`config.mk`:
```
export PLATFORM = sky130hd
export DESIGN_NAME = midpoint_ellipse_generator
export DESIGN_NICKNAME = d
export VERILOG_FILES = /design/src/sv/mel_pkg.sv /design/src/sv/mel_datapath.sv /design/src/sv/midpoint_ellipse_generator.sv
export SDC_FILE = /design/constraint.sdc
export NUM_CORES = 2
export LEC_CHECK = 0
export ABC_AREA = 1
export BUFFER_PORTS_ARGS = -buffer_cell sky130_fd_sc_hd__buf_4
export CAP_MARGIN = 20
export CELL_PAD_IN_SITES_DETAIL_PLACEMENT = 0
export CELL_PAD_IN_SITES_GLOBAL_PLACEMENT = 1
export CORE_ASPECT_RATIO = 0.9
export CORE_MARGIN = 2
export CORE_UTILIZATION = 38
export DETAILED_ROUTE_END_ITERATION = 7
export PLACE_DENSITY = 0.75
export SLEW_MARGIN = 30
export SYNTH_ARGS = -nofsm -noshare
export SYNTH_HDL_FRONTEND = slang
export SYNTH_HIERARCHICAL = 1
export SYNTH_SLANG_ARGS = --single-unit
```
`constraint.sdc`:
```
create_clock -name clk -period 8.75 [get_ports clk]
set_clock_uncertainty 0.2 [all_clocks]
set_input_delay 1.3125 -clock clk [delete_from_list [all_inputs] [get_ports clk]]
set_output_delay 1.3125 -clock clk [all_outputs]
set_load 0.005 [all_outputs]
```
`src/sv/mel_pkg.sv`:
```
// Shared widths, control codes, control word layout and microprogram of the ellipse rasterizer.
package mel_pkg;

  localparam int RADIUS_BITS  = 10;
  localparam int COORD_BITS   = 12;
  localparam int OUT_BITS     = COORD_BITS + 1;
  localparam int XW           = RADIUS_BITS + 1;
  localparam int YW           = RADIUS_BITS + 2;
  localparam int SQ_BITS      = 2 * RADIUS_BITS;
  localparam int OP_BITS      = 2 * XW + 3;
  localparam int DEC_BITS     = 48;
  localparam int PC_BITS      = 6;
  localparam int CFG_IDX_BITS = 2;
  localparam int CFG_BITS     = (COORD_BITS > RADIUS_BITS) ? COORD_BITS : RADIUS_BITS;

  localparam logic [CFG_IDX_BITS-1:0] REG_CENTER_X = CFG_IDX_BITS'(0);
  localparam logic [CFG_IDX_BITS-1:0] REG_CENTER_Y = CFG_IDX_BITS'(1);
  localparam logic [CFG_IDX_BITS-1:0] REG_RADIUS_X = CFG_IDX_BITS'(2);
  localparam logic [CFG_IDX_BITS-1:0] REG_RADIUS_Y = CFG_IDX_BITS'(3);

  localparam logic [3:0] OP_ZERO = 4'd0;
  localparam logic [3:0] OP_RX   = 4'd1;
  localparam logic [3:0] OP_RY   = 4'd2;
  localparam logic [3:0] OP_RX2  = 4'd3;
  localparam logic [3:0] OP_RY2  = 4'd4;
  localparam logic [3:0] OP_X    = 4'd5;
  localparam logic [3:0] OP_Y    = 4'd6;
  localparam logic [3:0] OP_TX   = 4'd7;
  localparam logic [3:0] OP_DY   = 4'd8;
  localparam logic [3:0] OP_ONE  = 4'd9;
  localparam logic [3:0] OP_P    = 4'd10;

  localparam logic [3:0] ACC_NOP   = 4'd0;
  localparam logic [3:0] ACC_LOAD  = 4'd1;
  localparam logic [3:0] ACC_ADD   = 4'd2;
  localparam logic [3:0] ACC_ADD2  = 4'd3;
  localparam logic [3:0] ACC_ADD4  = 4'd4;
  localparam logic [3:0] ACC_SUB   = 4'd5;
  localparam logic [3:0] ACC_SUB2  = 4'd6;
  localparam logic [3:0] ACC_SUB4  = 4'd7;
  localparam logic [3:0] ACC_ADDQ  = 4'd8;
  localparam logic [3:0] ACC_QUART = 4'd9;

  localparam logic [2:0] WR_NONE = 3'b000;
  localparam logic [2:0] WR_RX2  = 3'b001;
  localparam logic [2:0] WR_RY2  = 3'b010;
  localparam logic [2:0] WR_TMP  = 3'b100;

  localparam logic [2:0] XY_NONE  = 3'd0;
  localparam logic [2:0] XY_XINC  = 3'd1;
  localparam logic [2:0] XY_YDEC  = 3'd2;
  localparam logic [2:0] XY_START = 3'd3;
  localparam logic [2:0] XY_SETR2 = 3'd4;

  localparam logic [2:0] C_NONE = 3'd0;
  localparam logic [2:0] C_FIN  = 3'd1;
  localparam logic [2:0] C_REG2 = 3'd2;
  localparam logic [2:0] C_LT   = 3'd3;
  localparam logic [2:0] C_NEG  = 3'd4;
  localparam logic [2:0] C_LE0  = 3'd5;

  localparam logic [PC_BITS-1:0] PC_RESTART = PC_BITS'(0);
  localparam logic [PC_BITS-1:0] PC_STEP    = PC_BITS'(5);
  localparam logic [PC_BITS-1:0] PC_EMIT    = PC_BITS'(18);
  localparam logic [PC_BITS-1:0] PC_R1NEG   = PC_BITS'(24);
  localparam logic [PC_BITS-1:0] PC_R2      = PC_BITS'(27);
  localparam logic [PC_BITS-1:0] PC_R2X     = PC_BITS'(31);
  localparam logic [PC_BITS-1:0] PC_STOP    = PC_BITS'(36);
  localparam logic [PC_BITS-1:0] PC_NONE    = PC_BITS'(0);

  typedef struct packed {
    logic [3:0]         a_sel;
    logic [3:0]         b_sel;
    logic [3:0]         acc_op;
    logic [2:0]         wr;
    logic [2:0]         xy_op;
    logic [2:0]         cond;
    logic [PC_BITS-1:0] target;
    logic               emit;
    logic               fin;
  } ctrl_t;

  typedef struct packed {
    logic fin;
    logic region;
    logic neg;
    logic le0;
    logic ge;
  } stat_t;

  function automatic ctrl_t mk(logic [3:0] a, logic [3:0] b, logic [3:0] op,
                               logic [2:0] wr, logic [2:0] xy, logic [2:0] cnd,
                               logic [PC_BITS-1:0] tgt, logic em, logic fn);
    ctrl_t w;
    w.a_sel  = a;
    w.b_sel  = b;
    w.acc_op = op;
    w.wr     = wr;
    w.xy_op  = xy;
    w.cond   = cnd;
    w.target = tgt;
    w.emit   = em;
    w.fin    = fn;
    return w;
  endfunction

  function automatic ctrl_t mel_rom(logic [PC_BITS-1:0] addr);
    ctrl_t w;
    case (addr)
      // restart: rx2, ry2, decision = ry2 - rx2*ry + rx2/4
      6'd0:  w = mk(OP_RX,   OP_RX,  ACC_NOP,   WR_NONE, XY_NONE,  C_NONE, PC_NONE, 1'b0, 1'b0);
      6'd1:  w = mk(OP_RY,   OP_RY,  ACC_NOP,   WR_RX2,  XY_NONE,  C_NONE, PC_NONE, 1'b0, 1'b0);
      6'd2:  w = mk(OP_RX2,  OP_RY,  ACC_LOAD,  WR_RY2,  XY_NONE,  C_NONE, PC_NONE, 1'b0, 1'b0);
      6'd3:  w = mk(OP_RX2,  OP_ONE, ACC_SUB,   WR_NONE, XY_NONE,  C_NONE, PC_NONE, 1'b0, 1'b0);
      6'd4:  w = mk(OP_ZERO, OP_ZERO, ACC_ADDQ, WR_NONE, XY_START, C_NONE, PC_NONE, 1'b0, 1'b1);
      // step: squares, finished test, region switch test
      6'd5:  w = mk(OP_RX,   OP_RX,  ACC_NOP,   WR_NONE, XY_NONE,  C_NONE, PC_NONE, 1'b0, 1'b0);
      6'd6:  w = mk(OP_RY,   OP_RY,  ACC_NOP,   WR_RX2,  XY_NONE,  C_NONE, PC_NONE, 1'b0, 1'b0);
      6'd7:  w = mk(OP_ZERO, OP_ZERO, ACC_NOP,  WR_RY2,  XY_NONE,  C_FIN,  PC_STOP, 1'b0, 1'b0);
      6'd8:  w = mk(OP_X,    OP_RY2, ACC_NOP,   WR_NONE, XY_NONE,  C_REG2, PC_EMIT, 1'b0, 1'b0);
      6'd9:  w = mk(OP_Y,    OP_RX2, ACC_NOP,   WR_TMP,  XY_NONE,  C_NONE, PC_NONE, 1'b0, 1'b0);
      6'd10: w = mk(OP_ZERO, OP_ZERO, ACC_NOP,  WR_NONE, XY_NONE,  C_LT,   PC_EMIT, 1'b0, 1'b0);
      // region two entry decision
      6'd11: w = mk(OP_TX,   OP_TX,  ACC_NOP,   WR_NONE, XY_NONE,  C_NONE, PC_NONE, 1'b0, 1'b0);
      6'd12: w = mk(OP_P,    OP_RY2, ACC_NOP,   WR_NONE, XY_NONE,  C_NONE, PC_NONE, 1'b0, 1'b0);
      6'd13: w = mk(OP_DY,   OP_DY,  ACC_LOAD,  WR_NONE, XY_NONE,  C_NONE, PC_NONE, 1'b0, 1'b0);
      6'd14: w = mk(OP_P,    OP_RX2, ACC_NOP,   WR_NONE, XY_NONE,  C_NONE, PC_NONE, 1'b0, 1'b0);
      6'd15: w = mk(OP_RX2,  OP_RY2, ACC_ADD4,  WR_NONE, XY_NONE,  C_NONE, PC_NONE, 1'b0, 1'b0);
      6'd16: w = mk(OP_ZERO, OP_ZERO, ACC_SUB4, WR_NONE, XY_NONE,  C_NONE, PC_NONE, 1'b0, 1'b0);
      6'd17: w = mk(OP_ZERO, OP_ZERO, ACC_QUART, WR_NONE, XY_SETR2, C_NONE, PC_NONE, 1'b0, 1'b0);
      // emit the beat
      6'd18: w = mk(OP_ZERO, OP_ZERO, ACC_NOP,  WR_NONE, XY_NONE,  C_REG2, PC_R2,   1'b1, 1'b0);
      // region one
      6'd19: w = mk(OP_ZERO, OP_ZERO, ACC_NOP,  WR_NONE, XY_XINC,  C_NEG,  PC_R1NEG, 1'b0, 1'b0);
      6'd20: w = mk(OP_X,    OP_RY2, ACC_NOP,   WR_NONE, XY_YDEC,  C_NONE, PC_NONE, 1'b0, 1'b0);
      6'd21: w = mk(OP_RY2,  OP_ONE, ACC_ADD2,  WR_NONE, XY_NONE,  C_NONE, PC_NONE, 1'b0, 1'b0);
      6'd22: w = mk(OP_RX2,  OP_Y,   ACC_ADD,   WR_NONE, XY_NONE,  C_NONE, PC_NONE, 1'b0, 1'b0);
      6'd23: w = mk(OP_ZERO, OP_ZERO, ACC_SUB2, WR_NONE, XY_NONE,  C_NONE, PC_NONE, 1'b0, 1'b1);
      6'd24: w = mk(OP_X,    OP_RY2, ACC_NOP,   WR_NONE, XY_NONE,  C_NONE, PC_NONE, 1'b0, 1'b0);
      6'd25: w = mk(OP_RY2,  OP_ONE, ACC_ADD2,  WR_NONE, XY_NONE,  C_NONE, PC_NONE, 1'b0, 1'b0);
      6'd26: w = mk(OP_ZERO, OP_ZERO, ACC_ADD,  WR_NONE, XY_NONE,  C_NONE, PC_NONE, 1'b0, 1'b1);
      // region two
      6'd27: w = mk(OP_ZERO, OP_ZERO, ACC_NOP,  WR_NONE, XY_YDEC,  C_LE0,  PC_R2X,  1'b0, 1'b0);
      6'd28: w = mk(OP_RX2,  OP_Y,   ACC_NOP,   WR_NONE, XY_NONE,  C_NONE, PC_NONE, 1'b0, 1'b0);
      6'd29: w = mk(OP_RX2,  OP_ONE, ACC_SUB2,  WR_NONE, XY_NONE,  C_NONE, PC_NONE, 1'b0, 1'b0);
      6'd30: w = mk(OP_ZERO, OP_ZERO, ACC_ADD,  WR_NONE, XY_NONE,  C_NONE, PC_NONE, 1'b0, 1'b1);
      6'd31: w = mk(OP_ZERO, OP_ZERO, ACC_NOP,  WR_NONE, XY_XINC,  C_NONE, PC_NONE, 1'b0, 1'b0);
      6'd32: w = mk(OP_X,    OP_RY2, ACC_NOP,   WR_NONE, XY_NONE,  C_NONE, PC_NONE, 1'b0, 1'b0);
      6'd33: w = mk(OP_RX2,  OP_Y,   ACC_ADD2,  WR_NONE, XY_NONE,  C_NONE, PC_NONE, 1'b0, 1'b0);
      6'd34: w = mk(OP_RX2,  OP_ONE, ACC_SUB2,  WR_NONE, XY_NONE,  C_NONE, PC_NONE, 1'b0, 1'b0);
      6'd35: w = mk(OP_ZERO, OP_ZERO, ACC_ADD,  WR_NONE, XY_NONE,  C_NONE, PC_NONE, 1'b0, 1'b1);
      6'd36: w = mk(OP_ZERO, OP_ZERO, ACC_NOP,  WR_NONE, XY_NONE,  C_NONE, PC_NONE, 1'b0, 1'b1);
      default: w = mk(OP_ZERO, OP_ZERO, ACC_NOP, WR_NONE, XY_NONE, C_NONE, PC_NONE, 1'b0, 1'b1);
    endcase
    return w;
  endfunction

endpackage

```
`src/sv/mel_datapath.sv`:
```
// Shared multiplier, decision accumulator and trace offsets driven by the control word.
module mel_datapath (
  input  logic                                 clk,
  input  logic                                 rst,
  input  mel_pkg::ctrl_t                       cw,
  input  logic [mel_pkg::RADIUS_BITS-1:0]      radius_x,
  input  logic [mel_pkg::RADIUS_BITS-1:0]      radius_y,
  output logic [mel_pkg::XW-1:0]               offset_x,
  output logic signed [mel_pkg::YW-1:0]        offset_y,
  output logic                                 region,
  output mel_pkg::stat_t                       stat
);
  import mel_pkg::*;

  logic [SQ_BITS-1:0]             rx2;
  logic [SQ_BITS-1:0]             ry2;
  logic [DEC_BITS-1:0]            p;
  logic [DEC_BITS-1:0]            tmp;
  logic [DEC_BITS-1:0]            acc;
  logic [DEC_BITS-1:0]            acc_next;
  logic signed [YW:0]             dy;
  logic signed [OP_BITS-1:0]      a_op;
  logic signed [OP_BITS-1:0]      b_op;
  logic signed [2*OP_BITS-1:0]    prod;
  logic [DEC_BITS-1:0]            mag;
  logic [DEC_BITS-1:0]            quart;

  function automatic logic signed [OP_BITS-1:0] opnd(logic [3:0] sel);
    logic signed [OP_BITS-1:0] v;
    case (sel)
      OP_RX:   v = OP_BITS'(radius_x);
      OP_RY:   v = OP_BITS'(radius_y);
      OP_RX2:  v = OP_BITS'(rx2);
      OP_RY2:  v = OP_BITS'(ry2);
      OP_X:    v = OP_BITS'(offset_x);
      OP_Y:    v = OP_BITS'(offset_y);
      OP_TX:   v = OP_BITS'({offset_x, 1'b1});
      OP_DY:   v = OP_BITS'(dy);
      OP_ONE:  v = OP_BITS'(1);
      OP_P:    v = p[OP_BITS-1:0];
      default: v = '0;
    endcase
    return v;
  endfunction

  assign dy   = {offset_y[YW-1], offset_y} - 1'b1;

  always_comb begin
    a_op = opnd(cw.a_sel);
    b_op = opnd(cw.b_sel);
  end

  assign prod = a_op * b_op;

  assign mag   = acc[DEC_BITS-1] ? (~acc + 1'b1) : acc;
  assign quart = acc[DEC_BITS-1] ? (~(mag >> 2) + 1'b1) : (mag >> 2);

  always_comb begin
    case (cw.acc_op)
      ACC_LOAD:  acc_next = p;
      ACC_ADD:   acc_next = acc + p;
      ACC_ADD2:  acc_next = acc + (p << 1);
      ACC_ADD4:  acc_next = acc + (p << 2);
      ACC_SUB:   acc_next = acc - p;
      ACC_SUB2:  acc_next = acc - (p << 1);
      ACC_SUB4:  acc_next = acc - (p << 2);
      ACC_ADDQ:  acc_next = acc + (p >> 2);
      ACC_QUART: acc_next = quart;
      default:   acc_next = acc;
    endcase
  end

  always_ff @(posedge clk) begin
    p <= prod[DEC_BITS-1:0];
    if (cw.wr[0]) rx2 <= p[SQ_BITS-1:0];
    if (cw.wr[1]) ry2 <= p[SQ_BITS-1:0];
    if (cw.wr[2]) tmp <= p;
  end

  always_ff @(posedge clk) begin
    if (rst) begin
      acc      <= '0;
      offset_x <= '0;
      offset_y <= '1;
      region   <= 1'b0;
    end else begin
      acc <= acc_next;
      case (cw.xy_op)
        XY_XINC:  offset_x <= offset_x + 1'b1;
        XY_YDEC:  offset_y <= offset_y - 1'b1;
        XY_START: begin
          offset_x <= '0;
          offset_y <= {{(YW-RADIUS_BITS){1'b0}}, radius_y};
          region   <= 1'b0;
        end
        XY_SETR2: region <= 1'b1;
        default: ;
      endcase
    end
  end

  assign stat.fin    = offset_y[YW-1];
  assign stat.region = region;
  assign stat.neg    = acc[DEC_BITS-1];
  assign stat.le0    = acc[DEC_BITS-1] || (acc == '0);
  assign stat.ge     = $signed(tmp) >= $signed(p);

  a_region_holds: assert property (@(posedge clk) disable iff (rst)
    region && (cw.xy_op != XY_START) |=> region)
    else $error("region two dropped without a restart");

  a_setr2: assert property (@(posedge clk) disable iff (rst)
    (cw.xy_op == XY_SETR2) |=> region)
    else $error("region switch not taken");

endmodule

```
`src/sv/midpoint_ellipse_generator.sv`:
```
// Top level: configuration registers, microcode sequencer and output register.
// A restart beat gives no result. A step beat gives one result in region one, in region
// two and at the region switch, and none once the trace is finished; the result is
// registered from the emit microstep, which holds while a pending result is stalled.
// The single shared multiplier gives one product per microstep.
// Synchronous reset clears the configuration to zero and marks the trace finished.
module midpoint_ellipse_generator (
  input  logic                                   clk,
  input  logic                                   rst,
  input  logic                                   cfg_write,
  input  logic [mel_pkg::CFG_IDX_BITS-1:0]       cfg_index,
  input  logic [mel_pkg::CFG_BITS-1:0]           cfg_data,
  input  logic                                   in_valid,
  output logic                                   in_stall,
  input  logic                                   restart,
  output logic                                   out_valid,
  input  logic                                   out_stall,
  output logic signed [mel_pkg::OUT_BITS-1:0]    px_right,
  output logic signed [mel_pkg::OUT_BITS-1:0]    px_left,
  output logic signed [mel_pkg::OUT_BITS-1:0]    py_low,
  output logic signed [mel_pkg::OUT_BITS-1:0]    py_high,
  output logic                                   in_region_two
);
  import mel_pkg::*;

  logic [COORD_BITS-1:0]  center_x;
  logic [COORD_BITS-1:0]  center_y;
  logic [RADIUS_BITS-1:0] radius_x;
  logic [RADIUS_BITS-1:0] radius_y;
  logic                   busy;
  logic [PC_BITS-1:0]     pc;
  ctrl_t                  cw_rom;
  ctrl_t                  cw;
  stat_t                  stat;
  logic                   hold;
  logic                   take;
  logic [XW-1:0]          offset_x;
  logic signed [YW-1:0]   offset_y;
  logic                   region;
  logic [OUT_BITS-1:0]    cx_e;
  logic [OUT_BITS-1:0]    cy_e;
  logic [OUT_BITS-1:0]    x_e;
  logic [OUT_BITS-1:0]    y_e;

  always_ff @(posedge clk) begin
    if (rst) begin
      center_x <= '0;
      center_y <= '0;
      radius_x <= '0;
      radius_y <= '0;
    end else if (cfg_write) begin
      case (cfg_index)
        REG_CENTER_X: center_x <= cfg_data[COORD_BITS-1:0];
        REG_CENTER_Y: center_y <= cfg_data[COORD_BITS-1:0];
        REG_RADIUS_X: radius_x <= cfg_data[RADIUS_BITS-1:0];
        REG_RADIUS_Y: radius_y <= cfg_data[RADIUS_BITS-1:0];
        default: ;
      endcase
    end
  end

  assign cw_rom   = mel_rom(pc);
  assign hold     = cw_rom.emit && out_valid && out_stall;
  assign cw       = (busy && !hold) ? cw_rom : '0;
  assign in_stall = busy;

  always_comb begin
    case (cw.cond)
      C_FIN:   take = stat.fin;
      C_REG2:  take = stat.region;
      C_LT:    take = !stat.ge;
      C_NEG:   take = stat.neg;
      C_LE0:   take = stat.le0;
      default: take = 1'b0;
    endcase
  end

  always_ff @(posedge clk) begin
    if (rst) begin
      busy <= 1'b0;
      pc   <= PC_RESTART;
    end else if (!busy) begin
      if (in_valid) begin
        busy <= 1'b1;
        pc   <= restart ? PC_RESTART : PC_STEP;
      end
    end else if (!hold) begin
      if (cw.fin) busy <= 1'b0;
      pc <= take ? cw.target : pc + 1'b1;
    end
  end

  mel_datapath u_dp (
    .clk      (clk),
    .rst      (rst),
    .cw       (cw),
    .radius_x (radius_x),
    .radius_y (radius_y),
    .offset_x (offset_x),
    .offset_y (offset_y),
    .region   (region),
    .stat     (stat)
  );

  assign cx_e = {center_x[COORD_BITS-1], center_x};
  assign cy_e = {center_y[COORD_BITS-1], center_y};
  assign x_e  = {{(OUT_BITS-XW){1'b0}}, offset_x};
  assign y_e  = {{(OUT_BITS-YW){offset_y[YW-1]}}, offset_y};

  always_ff @(posedge clk) begin
    if (cw.emit) begin
      px_right      <= cx_e + x_e;
      px_left       <= cx_e - x_e;
      py_low        <= cy_e - y_e;
      py_high       <= cy_e + y_e;
      in_region_two <= region;
    end
  end

  always_ff @(posedge clk) begin
    if (rst) begin
      out_valid <= 1'b0;
    end else if (cw.emit) begin
      out_valid <= 1'b1;
    end else if (!out_stall) begin
      out_valid <= 1'b0;
    end
  end

  a_accept_busy: assert property (@(posedge clk) disable iff (rst)
    (in_valid && !in_stall) |=> busy)
    else $error("accepted beat did not start the sequencer");

  a_emit_hold: assert property (@(posedge clk) disable iff (rst)
    (busy && cw_rom.emit && out_valid && out_stall) |=> (busy && pc == $past(pc)))
    else $error("sequencer moved past emit with a pending result");

  a_pc_range: assert property (@(posedge clk) disable iff (rst)
    busy |-> (pc <= PC_STOP))
    else $error("step counter left the program");

  a_out_source: assert property (@(posedge clk) disable iff (rst)
    $rose(out_valid) |-> $past(busy && cw_rom.emit))
    else $error("result raised without an emit step");

endmodule
```
==> impl_metrics.py <==
metrics = {
    "clock_tree": {
        "hold_buffers": 0,
        "cts_root_buf": "clkbuf_16",
        "cts_tree": "built",
        "clock_latency_ns": 0.62,
        "cts_buffer_depth": 3,
        "path_clk_slew_ns": 0.06,
        "numCtsBuffers": 42,
        "htree_levels": 2,
        "cts_sinks": 340,
    },
    "pwr": {
        "p_leak_uw": 0.0346,
        "ir_drop_mv": 0.126,
        "power.density_nw_per_um2": 117,
    },
    "setup_path": {
        "cp-start-kind": "primary input",
        "cpMaxStageDelayCell": "fa_1",
        "worst-path-max-fanout": 7,
        "startpoint": "out_stall",
        "criticalPathCategory": "primary input to register",
        "critPathRequiredTime_ns": 9.04,
        "slowest_delay_ns": 0.60,
        "r2r_start": "in_stall",
        "crit_arrival_ns": 8.99,
        "cp-end-kind": "register",
        "cp_common_cell": "fa_1",
    },
    "drt": {
        "drtAntennaViolNets": 0,
        "drc": 0,
        "routed_wl_um": 233000,
        "wl_per_cell_um": 22.2,
        "drtIter0Drc": 5033,
        "vias": 55915,
        "first_pass_iters": 6,
        "viasPerCell": 5.34,
    },
    "yosys": {
        "ys_warn_count": 6,
        "syn_nets": 8956,
        "synth_area_um2": 55900,
        "avgSynthCellArea_um2": 7.07,
        "netlist_instances": 7907,
    },
    "grt": {
        "grt_antenna_before_repair": 3,
        "grt_pass1_wl_um": 345000,
        "grt_pass1_vias": 55526,
        "grt-ovfl-total": 0,
        "track_usage": 0.303,
        "grt_start_max_net_pins": 73,
    },
    "floorplanning": {
        "rows": 133,
        "die-area_um2": 150000,
        "die_h_um": 368,
        "start_util": 0.382,
        "pin_count": 75,
        "die_w_um": 408,
        "core_um2": 146000,
    },
    "sta": {
        "min_period_ns": 8.69,
        "setup_viol": 0,
        "worst_pin_slew_ns": 1.07,
        "relSlewSlack": 0.271,
        "finalHoldViolations": 0,
        "drv_slew": 0,
        "fin_ws_ns": 0.0554,
        "grt_setup_unrepaired": "true",
        "fmaxAchievable_mhz": 115,
        "fin_crit_sh": 0.994,
        "hold_ws_ns": 0.262,
    },
    "worst_hold_path": {
        "hp-class": "register to register",
        "holdCritStartpoint": "radius_y[1]",
    },
    "flow_run": {
        "drv_cap": 0,
    },
    "cells_and_area": {
        "layout-drive-gt1-share": 0.159,
        "fin_nets": 9530,
        "antennaDiodeCount": 0,
        "syn2layout_area_growth_pct": 20.5,
    },
    "run_status": {
        "status": "finished clean",
    },
    "placed_design": {
        "gp_congestion": 0.991,
        "dp_hpwl_um": 194000,
        "pre_cts_ws_ns": -1.07,
        "io_buffers": 74,
    },
}
-- power by group --
group,switching (uW),internal [uW]
sequential,72.0,1690
combinational,3030,1210
clock,795,1070
total,3900,3970
-- cell usage in the layout (no fill, tap or decap), types with 22 or more instances in the layout --
cell type,n
nand2_1,1630
inv_1,1603
nor2_1,658
buf_4,639
fa_1,636
o21ai_0,440
a21oi_1,436
ha_1,356
nand3_1,296
dfxtp_1,200
edfxtp_1,139
xor2_1,123
nand4_1,82
inv_2,72
nor3_1,71
buf_12,66
nand2_2,63
nor2_2,63
o221ai_1,61
o211ai_1,51
clkbuf_16,49
a31oi_1,46
nor2_4,45
buf_6,43
or2_2,42
o22ai_1,42
xnor2_1,41
a21oi_2,37
o21bai_1,34
o21ai_1,27
a21o_1,26
a221oi_1,22
ha_4,22
-- what timing repair did --
| item | in CTS | in global routing |
|---|---|---|
| endpoints found under the setup margin | 22 | 23 |
| resized for setup | 95 | 314 |
| gates cloned | 3 | 3 |
| setup buffers | 16 | 56 |
| pin swaps | 23 | 135 |
-- registers in the layout (all words and copies together) (netlist names) --
signal         count
center_x          12
center_y          12
cw_rom            29
in_region_two      1
in_stall           1
out_valid          1
pc                 6
px_left           12
px_right          13
py_high           12
py_low            13
radius_x          10
radius_y          10
u_dp/acc          48
u_dp/offset_x     11
u_dp/offset_y     12
u_dp/p            48
u_dp/region        1
u_dp/rx2          20
u_dp/ry2          20
u_dp/tmp          48
-- final cells by class --
class                   count  area [um^2]
well taps                1957         2450
flip-flops and latches    340         8200
clock buffers              56         1200
clock inverters            22          263
multi-input cells        5631        41900
inverters                1705         6450
repair buffers            761         6870
fillers                 14968        78800
-- final timing paths --
path              depth (start not counted)  slack, ns     endpoint
setup reg to reg                         42       0.29   u_dp/p[36]
hold / removal                            2       0.26  radius_y[1]
setup / recovery                         44       0.06   u_dp/p[36]
hold reg to reg                           2       0.26  radius_y[1]
-- worst max-delay path: cells and delay by family --
family | cells | cell delay [ns]
buf+inv | 17 | 1.74
xor+xnor | 1 | 0.13
fa+ha+maj | 8 | 3.77
simple gates | 10 | 0.86
compound gates | 8 | 1.14
-- metrics by stage --
stage | std cells | TNS (ns) | util | instance area, um^2 | total power [uW]
after floorplan | 7907 | 0 | - | 56100 | 4520
after global placement | 10320 | -22.13 | 0.434 | 63400 | 5890
after detailed placement | 10320 | -20.97 | 0.434 | 63500 | 5890
after CTS | 10417 | -0.00128 | 0.448 | 65500 | 7800
after global routing | 10472 | -2.15 | 0.461 | 67300 | 8370
final | 10472 | 0 | 0.461 | 67300 | 7880
-- layer usage --
| metal | up-vias | routed length, um | track usage |
|---|---|---|---|
| li1 | 26103 | - | - |
| met1 | 27377 | 107000 | 0.442 |
| met2 | 2151 | 101000 | 0.468 |
| met3 | 282 | 19600 | 0.0466 |
| met4 | 2 | 5710 | 0.0693 |
| met5 | - | 7 | 0 |
Note: power is estimated with default switching activity, not from simulation.
